File: src/rtl/lsa_pkg.sv
package lsa_pkg;

  localparam int unsigned ORDER = 4;
  localparam int unsigned IDX_W = 2;
  localparam int unsigned CELLS = ORDER * ORDER;
  localparam int unsigned CELL_W = 4;
  localparam int unsigned PACK_W = 8;

  typedef logic [IDX_W-1:0] elem_t;
  typedef elem_t [ORDER-1:0] perm_t;

  localparam logic OP_WRITE = 1'b0;
  localparam logic OP_SEARCH = 1'b1;

  typedef enum logic [2:0] {
    ST_IDLE,
    ST_CHECK,
    ST_ADVANCE,
    ST_FOUND,
    ST_EXHAUST,
    ST_OUT
  } state_t;

  typedef struct packed {
    logic restart;
    logic write_cell;
    logic clear_cell;
    logic step_cell;
    logic advance;
    logic set_started;
    logic set_done;
    logic load_found;
    logic load_exhaust;
  } dp_cmd_t;

  typedef struct packed {
    logic started;
    logic done;
    logic last_cell;
    logic cell_ok;
    logic wrapped;
  } dp_status_t;

  function automatic perm_t identity_perm();
    perm_t p;
    for (int k = 0; k < ORDER; k++) begin
      p[k] = elem_t'(k);
    end
    return p;
  endfunction

  // next permutation in lexicographic order; wraps to identity
  function automatic perm_t next_perm(input perm_t p, output logic wrapped);
    perm_t r;
    int piv;
    int sw;
    elem_t t;
    r = p;
    piv = -1;
    sw = 0;
    for (int i = 0; i < ORDER - 1; i++) begin
      if (p[i] < p[i+1]) begin
        piv = i;
      end
    end
    wrapped = (piv < 0);
    if (piv >= 0) begin
      for (int j = 0; j < ORDER; j++) begin
        if (j > piv && p[j] > p[piv]) begin
          sw = j;
        end
      end
      t = r[piv];
      r[piv] = r[sw];
      r[sw] = t;
    end
    p = r;
    for (int k = 0; k < ORDER; k++) begin
      if (k > piv) begin
        r[k] = p[ORDER - 1 - k + piv + 1];
      end
    end
    return r;
  endfunction

  function automatic elem_t inv_elem(input perm_t p, input elem_t v);
    elem_t r;
    r = '0;
    for (int k = 0; k < ORDER; k++) begin
      if (p[k] == v) begin
        r = elem_t'(k);
      end
    end
    return r;
  endfunction

endpackage

File: src/rtl/lsa_ram.sv
module lsa_ram #(
  parameter int unsigned WIDTH = 2,
  parameter int unsigned DEPTH = 16
) (
  input  logic                     clk,
  input  logic                     we,
  input  logic [$clog2(DEPTH)-1:0] waddr,
  input  logic [WIDTH-1:0]         wdata,
  input  logic [$clog2(DEPTH)-1:0] raddr,
  output logic [WIDTH-1:0]         rdata
);

  logic [WIDTH-1:0] mem [DEPTH];

  always_ff @(posedge clk) begin
    if (we) begin
      mem[waddr] <= wdata;
    end
    rdata <= mem[raddr];
  end

endmodule

File: src/rtl/lsa_datapath.sv
module lsa_datapath
  import lsa_pkg::*;
(
  input  logic                 clk,
  input  logic                 rst,
  input  dp_cmd_t              cmd,
  output dp_status_t           status,
  input  logic [IDX_W-1:0]     wr_row,
  input  logic [IDX_W-1:0]     wr_col,
  input  logic [IDX_W-1:0]     wr_value,
  output logic                 found,
  output logic                 exhausted,
  output logic [PACK_W-1:0]    row_perm,
  output logic [PACK_W-1:0]    col_perm,
  output logic [PACK_W-1:0]    symbol_perm
);

  perm_t rp, cp, sp;
  logic started, done;
  logic [CELL_W-1:0] cell_idx;
  logic ok;

  // Two RAM copies give two reads per cycle: target and source cell.
  logic [CELL_W-1:0] src_addr, wr_addr;
  logic [IDX_W-1:0] tgt_q, src_q;
  elem_t si, sj, ci, cj;
  logic cell_valid;

  assign ci = cell_idx[CELL_W-1:IDX_W];
  assign cj = cell_idx[IDX_W-1:0];
  assign si = inv_elem(rp, ci);
  assign sj = inv_elem(cp, cj);
  assign src_addr = {si, sj};
  assign wr_addr = {wr_row, wr_col};

  lsa_ram #(.WIDTH(IDX_W), .DEPTH(CELLS)) u_tgt (
    .clk, .we(cmd.write_cell), .waddr(wr_addr), .wdata(wr_value),
    .raddr(cell_idx), .rdata(tgt_q)
  );
  lsa_ram #(.WIDTH(IDX_W), .DEPTH(CELLS)) u_src (
    .clk, .we(cmd.write_cell), .waddr(wr_addr), .wdata(wr_value),
    .raddr(src_addr), .rdata(src_q)
  );

  logic wr_s, wr_c, wr_r;
  perm_t sp_n, cp_n, rp_n;
  always_comb begin
    sp_n = next_perm(sp, wr_s);
    cp_n = next_perm(cp, wr_c);
    rp_n = next_perm(rp, wr_r);
  end

  logic last_q;
  always_ff @(posedge clk) begin
    if (rst || cmd.restart) begin
      rp <= identity_perm();
      cp <= identity_perm();
      sp <= identity_perm();
      started <= 1'b0;
      done <= 1'b0;
      cell_idx <= '0;
      cell_valid <= 1'b0;
      ok <= 1'b1;
      last_q <= 1'b0;
    end else begin
      if (cmd.set_started) started <= 1'b1;
      if (cmd.set_done) done <= 1'b1;
      if (cmd.clear_cell) begin
        cell_idx <= '0;
        cell_valid <= 1'b0;
        ok <= 1'b1;
        last_q <= 1'b0;
      end else if (cmd.step_cell) begin
        cell_idx <= cell_idx + 1'b1;
        cell_valid <= 1'b1;
        last_q <= (cell_idx == CELL_W'(CELLS - 1));
        if (cell_valid && (tgt_q != inv_elem(sp, src_q))) ok <= 1'b0;
      end
      if (cmd.advance) begin
        sp <= sp_n;
        if (wr_s) begin
          cp <= cp_n;
          if (wr_c) rp <= rp_n;
        end
      end
    end
  end

  assign status.started = started;
  assign status.done = done;
  assign status.last_cell = last_q;
  assign status.cell_ok = ok && !(cell_valid && tgt_q != inv_elem(sp, src_q));
  assign status.wrapped = wr_s && wr_c && wr_r;

  always_ff @(posedge clk) begin
    if (cmd.load_found) begin
      found <= 1'b1;
      exhausted <= 1'b0;
      for (int k = 0; k < ORDER; k++) begin
        row_perm[IDX_W*k +: IDX_W] <= rp[k];
        col_perm[IDX_W*k +: IDX_W] <= cp[k];
        symbol_perm[IDX_W*k +: IDX_W] <= sp[k];
      end
    end else if (cmd.load_exhaust) begin
      found <= 1'b0;
      exhausted <= 1'b1;
      row_perm <= '0;
      col_perm <= '0;
      symbol_perm <= '0;
    end
  end

endmodule

File: src/rtl/lsa_ctrl.sv
module lsa_ctrl
  import lsa_pkg::*;
(
  input  logic       clk,
  input  logic       rst,
  input  logic       in_valid,
  input  logic       in_op,
  output logic       in_ready,
  output logic       out_valid,
  input  logic       out_ready,
  output dp_cmd_t    cmd,
  input  dp_status_t status
);

  state_t state, state_next;

  always_ff @(posedge clk) begin
    if (rst) begin
      state <= ST_IDLE;
    end else begin
      state <= state_next;
    end
  end

  always_comb begin
    state_next = state;
    cmd = '0;
    in_ready = 1'b0;
    out_valid = 1'b0;
    case (state)
      ST_IDLE: begin
        in_ready = 1'b1;
        if (in_valid) begin
          if (in_op == OP_WRITE) begin
            cmd.write_cell = 1'b1;
            cmd.restart = 1'b1;
          end else if (status.done) begin
            cmd.load_exhaust = 1'b1;
            state_next = ST_OUT;
          end else begin
            cmd.clear_cell = 1'b1;
            cmd.set_started = 1'b1;
            if (status.started) begin
              state_next = ST_ADVANCE;
            end else begin
              state_next = ST_CHECK;
            end
          end
        end
      end
      ST_ADVANCE: begin
        cmd.advance = 1'b1;
        cmd.clear_cell = 1'b1;
        state_next = status.wrapped ? ST_EXHAUST : ST_CHECK;
      end
      ST_CHECK: begin
        // stream every cell through both RAMs, one per cycle
        if (status.last_cell) begin
          state_next = status.cell_ok ? ST_FOUND : ST_ADVANCE;
        end else begin
          cmd.step_cell = 1'b1;
        end
      end
      ST_FOUND: begin
        cmd.load_found = 1'b1;
        state_next = ST_OUT;
      end
      ST_EXHAUST: begin
        cmd.set_done = 1'b1;
        cmd.load_exhaust = 1'b1;
        state_next = ST_OUT;
      end
      ST_OUT: begin
        out_valid = 1'b1;
        if (out_ready) state_next = ST_IDLE;
      end
      default: state_next = ST_IDLE;
    endcase
  end

endmodule

File: src/rtl/latin_square_autotopy_search.sv
// Latin square autotopy search.
// Slave channel s_axis_*: one transaction per command. tuser carries opcode
// (0 writes a cell, 1 searches); tdata carries cell_row, cell_col, cell_value.
// A write restarts the walk and produces no result. Writes outside the square
// cannot occur at ORDER 4 since the 2-bit indices cover it.
// Master channel m_axis_*: one transaction per search. tuser holds found and
// exhausted; tdata holds row_perm, col_perm, symbol_perm.
// For each candidate triple the cells stream through two copies of the square
// RAM, one cell per cycle. A search walks up to (ORDER!)^3 triples.
// Reset restores identity permutations; the square holds garbage until
// written. While the result waits for m_axis_tready the block accepts no
// new command.
module latin_square_autotopy_search
  import lsa_pkg::*;
(
  input  logic        clk,
  input  logic        rst,
  input  logic        s_axis_tvalid,
  output logic        s_axis_tready,
  input  logic [7:0]  s_axis_tdata,  // cell_row[1:0], cell_col[3:2], cell_value[5:4]
  input  logic        s_axis_tuser,  // opcode
  output logic        m_axis_tvalid,
  input  logic        m_axis_tready,
  output logic [23:0] m_axis_tdata,  // row_perm[7:0], col_perm[15:8], symbol_perm[23:16]
  output logic [1:0]  m_axis_tuser   // found[0], exhausted[1]
);

  dp_cmd_t cmd;
  dp_status_t status;
  logic found, exhausted;
  logic [PACK_W-1:0] row_perm, col_perm, symbol_perm;

  lsa_ctrl u_ctrl (
    .clk, .rst,
    .in_valid(s_axis_tvalid), .in_op(s_axis_tuser), .in_ready(s_axis_tready),
    .out_valid(m_axis_tvalid), .out_ready(m_axis_tready),
    .cmd, .status
  );

  lsa_datapath u_dp (
    .clk, .rst, .cmd, .status,
    .wr_row(s_axis_tdata[1:0]), .wr_col(s_axis_tdata[3:2]),
    .wr_value(s_axis_tdata[5:4]),
    .found, .exhausted, .row_perm, .col_perm, .symbol_perm
  );

  assign m_axis_tdata = {symbol_perm, col_perm, row_perm};
  assign m_axis_tuser = {exhausted, found};

endmodule
File: config.mk
export PLATFORM = sky130hd
export DESIGN_NAME = latin_square_autotopy_search
export DESIGN_NICKNAME = d
export VERILOG_FILES = /design/src/rtl/lsa_pkg.sv /design/src/rtl/lsa_ram.sv /design/src/rtl/lsa_datapath.sv /design/src/rtl/lsa_ctrl.sv /design/src/rtl/latin_square_autotopy_search.sv
export SDC_FILE = /design/constraint.sdc
export NUM_CORES = 1
export LEC_CHECK = 0
export BUFFER_PORTS_ARGS = -buffer_cell sky130_fd_sc_hd__buf_2
export CAP_MARGIN = 20
export CORE_ASPECT_RATIO = 0.5
export CORE_MARGIN = 3
export CORE_UTILIZATION = 40
export CTS_CLUSTER_SIZE = 20
export DETAILED_ROUTE_END_ITERATION = 7
export REMOVE_ABC_BUFFERS = 1
export SYNTH_ARGS = -nofsm -noshare
export SYNTH_HDL_FRONTEND = slang
export SYNTH_SLANG_ARGS = --single-unit
export TNS_END_PERCENT = 20
File: constraint.sdc
create_clock -name clk -period 12.2 [get_ports clk]
set_input_delay 2.44 -clock clk [delete_from_list [all_inputs] [get_ports clk]]
set_output_delay 2.44 -clock clk [all_outputs]
set_load 0.05 [all_outputs]
==> impl_metrics.env <==
export IMPL_timing_setup_critical_path_class="reg -> reg"
export IMPL_diodes=0
export IMPL_drt_total_wl_um=22120
export IMPL_synth_main_ff_cell="sky130_fd_sc_hd__edfxtp_1"
export IMPL_synth_ff_latch_count=98
export IMPL_avgSynthCellArea_um2=8.846
export IMPL_slowest_delay_ns=0.60
export IMPL_dieArea_um2=20830
export IMPL_area_growth_from_synthesis_to_layout_pct=7.294
export IMPL_post_route_drc_count=0
export IMPL_routed_top_layer="met4"
export IMPL_routedLengthMet1_um=10610
export IMPL_core_region_area_um2=17990
export IMPL_setup_tns_ns=0
export IMPL_finalCoreUtilization_pct=45.41
export IMPL_worstSkewPairLatency_ns=0.36
export IMPL_ys_seq_area_share_pct=33.12
export IMPL_start_util_pct=42.32
export IMPL_worst_path_dominant_cell_family="compound AO/OA/AOI/OAI gates"
export IMPL_path_cells="inv_1 -> ha_1 -> a21oi_2 -> nor2_1 -> a221oi_2 -> inv_1 -> ha_1 -> nor2b_1 -> o21ai_0 -> o21ai_1 -> a21oi_1 -> o21ai_0 -> a211o_1 -> o221ai_2 -> a2111oi_1 -> a2111o_1"
export IMPL_htree_num_levels=3
export IMPL_final_layout_size_suffix_gt1_share_pct=13.10
export IMPL_grt_ovfl_total=0
export IMPL_finalClockSkew_ns=0.01305
export IMPL_timing_final_max_slew_violations=0
export IMPL_end_kind="flop"
export IMPL_setup_repair_after_global_routing_missed_its_margin="no"
export IMPL_finish_net_count=915
export IMPL_die_h_um=103.6
export IMPL_drt_iter0_markers=656
export IMPL_clockBufferDepth=2
export IMPL_drv_max_cap_violation_count=0
export IMPL_min_path_type="reg -> reg"
export IMPL_io_pins=41
export IMPL_ctsHoldBuffers=0
export IMPL_timing_final_crit_share_pct=44.84
export IMPL_yosys_cell_types_count=91
export IMPL_firstDrtPassIters=5
export IMPL_tritoncts="done"
export IMPL_vdd_ir_drop_worst_mv=0.07548
export IMPL_place_port_buffers=38
export IMPL_post_layout_min_period_ns=5.470
export IMPL_timing_final_hold_violations=0
export IMPL_power_static_leakage_nw=3.090
export IMPL_dpl_hpwl_um=16020
export IMPL_highest_attainable_clock_frequency_mhz=182.8
export IMPL_grt_pass1_vias=6456
export IMPL_cts_buffers_inserted=9
export IMPL_cp_data_required_time_ns=12.44
export IMPL_cellPowerDensity_nw_per_um2=138.9
export IMPL_tritoncts_num_sinks=98
export IMPL_site_rows=34
export IMPL_post_cts_resized_instances=0
export IMPL_dr_wl_met2_um=9540
export IMPL_async_reset_ff_share_pct=0
export IMPL_number_of_antenna_violations_at_the_first_check_in_global_routing=0
export IMPL_antenna_left=0
export IMPL_netlist_area_um2=7616
export IMPL_die_width_um=201.1
export IMPL_timing_critical_path_from_type="flop"
export IMPL_grt_usage_pct=20.84
export IMPL_synth_yosys_warnings=0
export IMPL_cp_num_buf_inv=2
export IMPL_grt_first_pass_wirelength_um=35380
export IMPL_clockRootBuffer="sky130_fd_sc_hd__clkbuf_16"
export IMPL_path_max_fanout=12
export IMPL_vias_per_cell=6.189
export IMPL_post_cts_setup_buffers=0
export IMPL_count_of_flip_flops_with_a_built_in_enable_after_synthesis=56
export IMPL_status="complete, no violations"
export IMPL_critPathSlowestCell="sky130_fd_sc_hd__dfxtp_1"
export IMPL_pin_slew_with_the_least_headroom_to_its_limit_ns=0.9623
export IMPL_syn_inst=861
export IMPL_worst_setup_hold_path_clk_slew_ns=0.07
export IMPL_pin_count_of_the_biggest_net_entering_global_routing=27
export IMPL_route_detailed_wl_per_inst_um=19.71
export IMPL_arr_time_crit_path_ns=5.71
export IMPL_dr_total_vias=6944
export IMPL_timing_max_slew_rel_slack_pct=35.61
export IMPL_place_congestion=0.9177
export IMPL_timing_final_setup_violations=0
export IMPL_detailroute_wirelength_met3_um=1732
metal layers:
layer / vias to the layer above / GRT usage [%]
met3: 17 / 5.232
met4: 0 / 4.056
li1: 3292 / -
met1: 3327 / 30.47
met5: - / 0
met2: 308 / 31.28
metrics by stage:
stage / setup slack [ns] / area, µm² / hold WS [ns] / total power [mW] / cells
finish: 6.730 / 8172 / 0.4424 / 1.135 / 1122
global route: 6.484 / 8172 / 0.4844 / 1.195 / 1122
CTS: 6.928 / 8172 / 0.4448 / 1.129 / 1122
detailed placement: 6.958 / 7894 / 0.4332 / 0.8541 / 1106
global placement: 7.016 / 7894 / 0.4283 / 0.8505 / 1106
floorplan: 7.971 / 7366 / 0.4324 / 0.7417 / 813
tightest hold or removal path: stages, from the launching register on:
cell	delay, ns
sky130_fd_sc_hd__dfxtp_1	0.31
sky130_fd_sc_hd__nand2_1	0.05
sky130_fd_sc_hd__nand2_1	0.04
cells in the mapped netlist, drive strengths merged (13+ instances only):
cell type | number | area (µm²)
o211ai | 13 | 97.59
nor2 | 112 | 427.9
nand3 | 17 | 90.09
dfxtp | 42 | 840.8
nand2b | 15 | 116.4
buf | 22 | 152.7
nor2b | 16 | 100.1
a31oi | 15 | 108.9
ha | 37 | 462.9
edfxtp | 56 | 1682
a21o | 13 | 97.59
o21ai | 63 | 322.8
nor3 | 17 | 101.4
a211oi | 24 | 185.2
inv | 43 | 161.4
nand2 | 69 | 259.0
a21oi | 52 | 327.8
clkbuf | 26 | 97.59
path summary, 6_finish.rpt:
path / startpoint / end / slack (ns) / depth (start not counted)
setup reg to reg: u_dp.rp[7] / u_dp.rp[2] / 6.73 / 16
setup / recovery: u_dp.rp[7] / u_dp.rp[2] / 6.73 / 16
hold / removal: u_dp.found / u_dp.found / 0.44 / 2
hold reg to reg: u_dp.found / u_dp.found / 0.44 / 2
cells by family (layout without fill, tap and decap cells):
| kind of cell | Yosys count | in the layout | synth area share (%) |
|---|---|---|---|
| flip-flops | 98 | 98 | 33.12 |
| buffers and inverters | 91 | 100 | 5.405 |
| AND/OR/NAND/NOR | 285 | 285 | 17.89 |
| multiplexers | 24 | 24 | 4.863 |
| adder cells (fa/ha/maj) | 37 | 37 | 6.078 |
| AO/OA/AOI/OAI | 303 | 303 | 30.00 |
| XOR/XNOR | 23 | 23 | 2.645 |
sequential cells by signal, summed over array words and instances (netlist names):
name / cells
u_dp.u_tgt.mem: 24
u_dp.col_perm: 8
u_dp.cp: 8
u_dp.row_perm: 8
u_dp.rp: 8
u_dp.sp: 8
u_dp.symbol_perm: 8
u_dp.u_src.mem: 8
u_dp.cell_idx: 4
u_ctrl.state: 3
u_dp.u_src.rdata: 2
u_dp.u_tgt.rdata: 2
u_dp.cell_valid: 1
u_dp.done: 1
u_dp.exhausted: 1
u_dp.found: 1
u_dp.last_q: 1
u_dp.ok: 1
u_dp.started: 1
where the power goes:
| group | internal (mW) | leakage, nW | switching [mW] |
|---|---|---|---|
| combinational | 0.160 | 2.12 | 0.302 |
| clock | 0.140 | 0.128 | 0.137 |
| sequential | 0.369 | 0.844 | 0.0272 |
| total | 0.669 | 3.09 | 0.466 |
layout make-up:
cell class                      count  area (µm²)
Clock buffer                        9       225.2
Fill cell                        1746        9823
Clock inverter                      7       52.55
Sequential cell                    98        2522
Timing Repair Buffer               41       212.7
Inverter                           43       161.4
Multi-Input combinational cell    672        4682
Tap cell                          252       315.3
placed cells by master, fill, tap and decap left out, types with 6 or more instances in the layout:
cell type                   count
sky130_fd_sc_hd__buf_2         38
sky130_fd_sc_hd__mux2i_1       10
sky130_fd_sc_hd__xor2_1        11
sky130_fd_sc_hd__xnor2_1       12
sky130_fd_sc_hd__o21a_1         8
sky130_fd_sc_hd__a21oi_2        9
sky130_fd_sc_hd__clkbuf_16      9
sky130_fd_sc_hd__a21o_1        13
sky130_fd_sc_hd__o211ai_1      13
sky130_fd_sc_hd__o21ai_1       16
sky130_fd_sc_hd__nand2_1       69
sky130_fd_sc_hd__a211o_1        8
sky130_fd_sc_hd__edfxtp_1      56
sky130_fd_sc_hd__o22a_1         6
sky130_fd_sc_hd__inv_1         43
sky130_fd_sc_hd__ha_1          37
sky130_fd_sc_hd__a21oi_1       40
sky130_fd_sc_hd__a2111oi_0      6
sky130_fd_sc_hd__nor2_1       111
sky130_fd_sc_hd__a211oi_1      23
sky130_fd_sc_hd__nor2b_1       16
sky130_fd_sc_hd__nor3_1        15
sky130_fd_sc_hd__and3_1         6
sky130_fd_sc_hd__o22ai_1       12
sky130_fd_sc_hd__dfxtp_1       42
sky130_fd_sc_hd__mux4_2        10
sky130_fd_sc_hd__o21ai_0       45
sky130_fd_sc_hd__nand3_1       16
sky130_fd_sc_hd__a31oi_1       14
sky130_fd_sc_hd__nand2b_1      12
(Power assumes the default switching activity.)
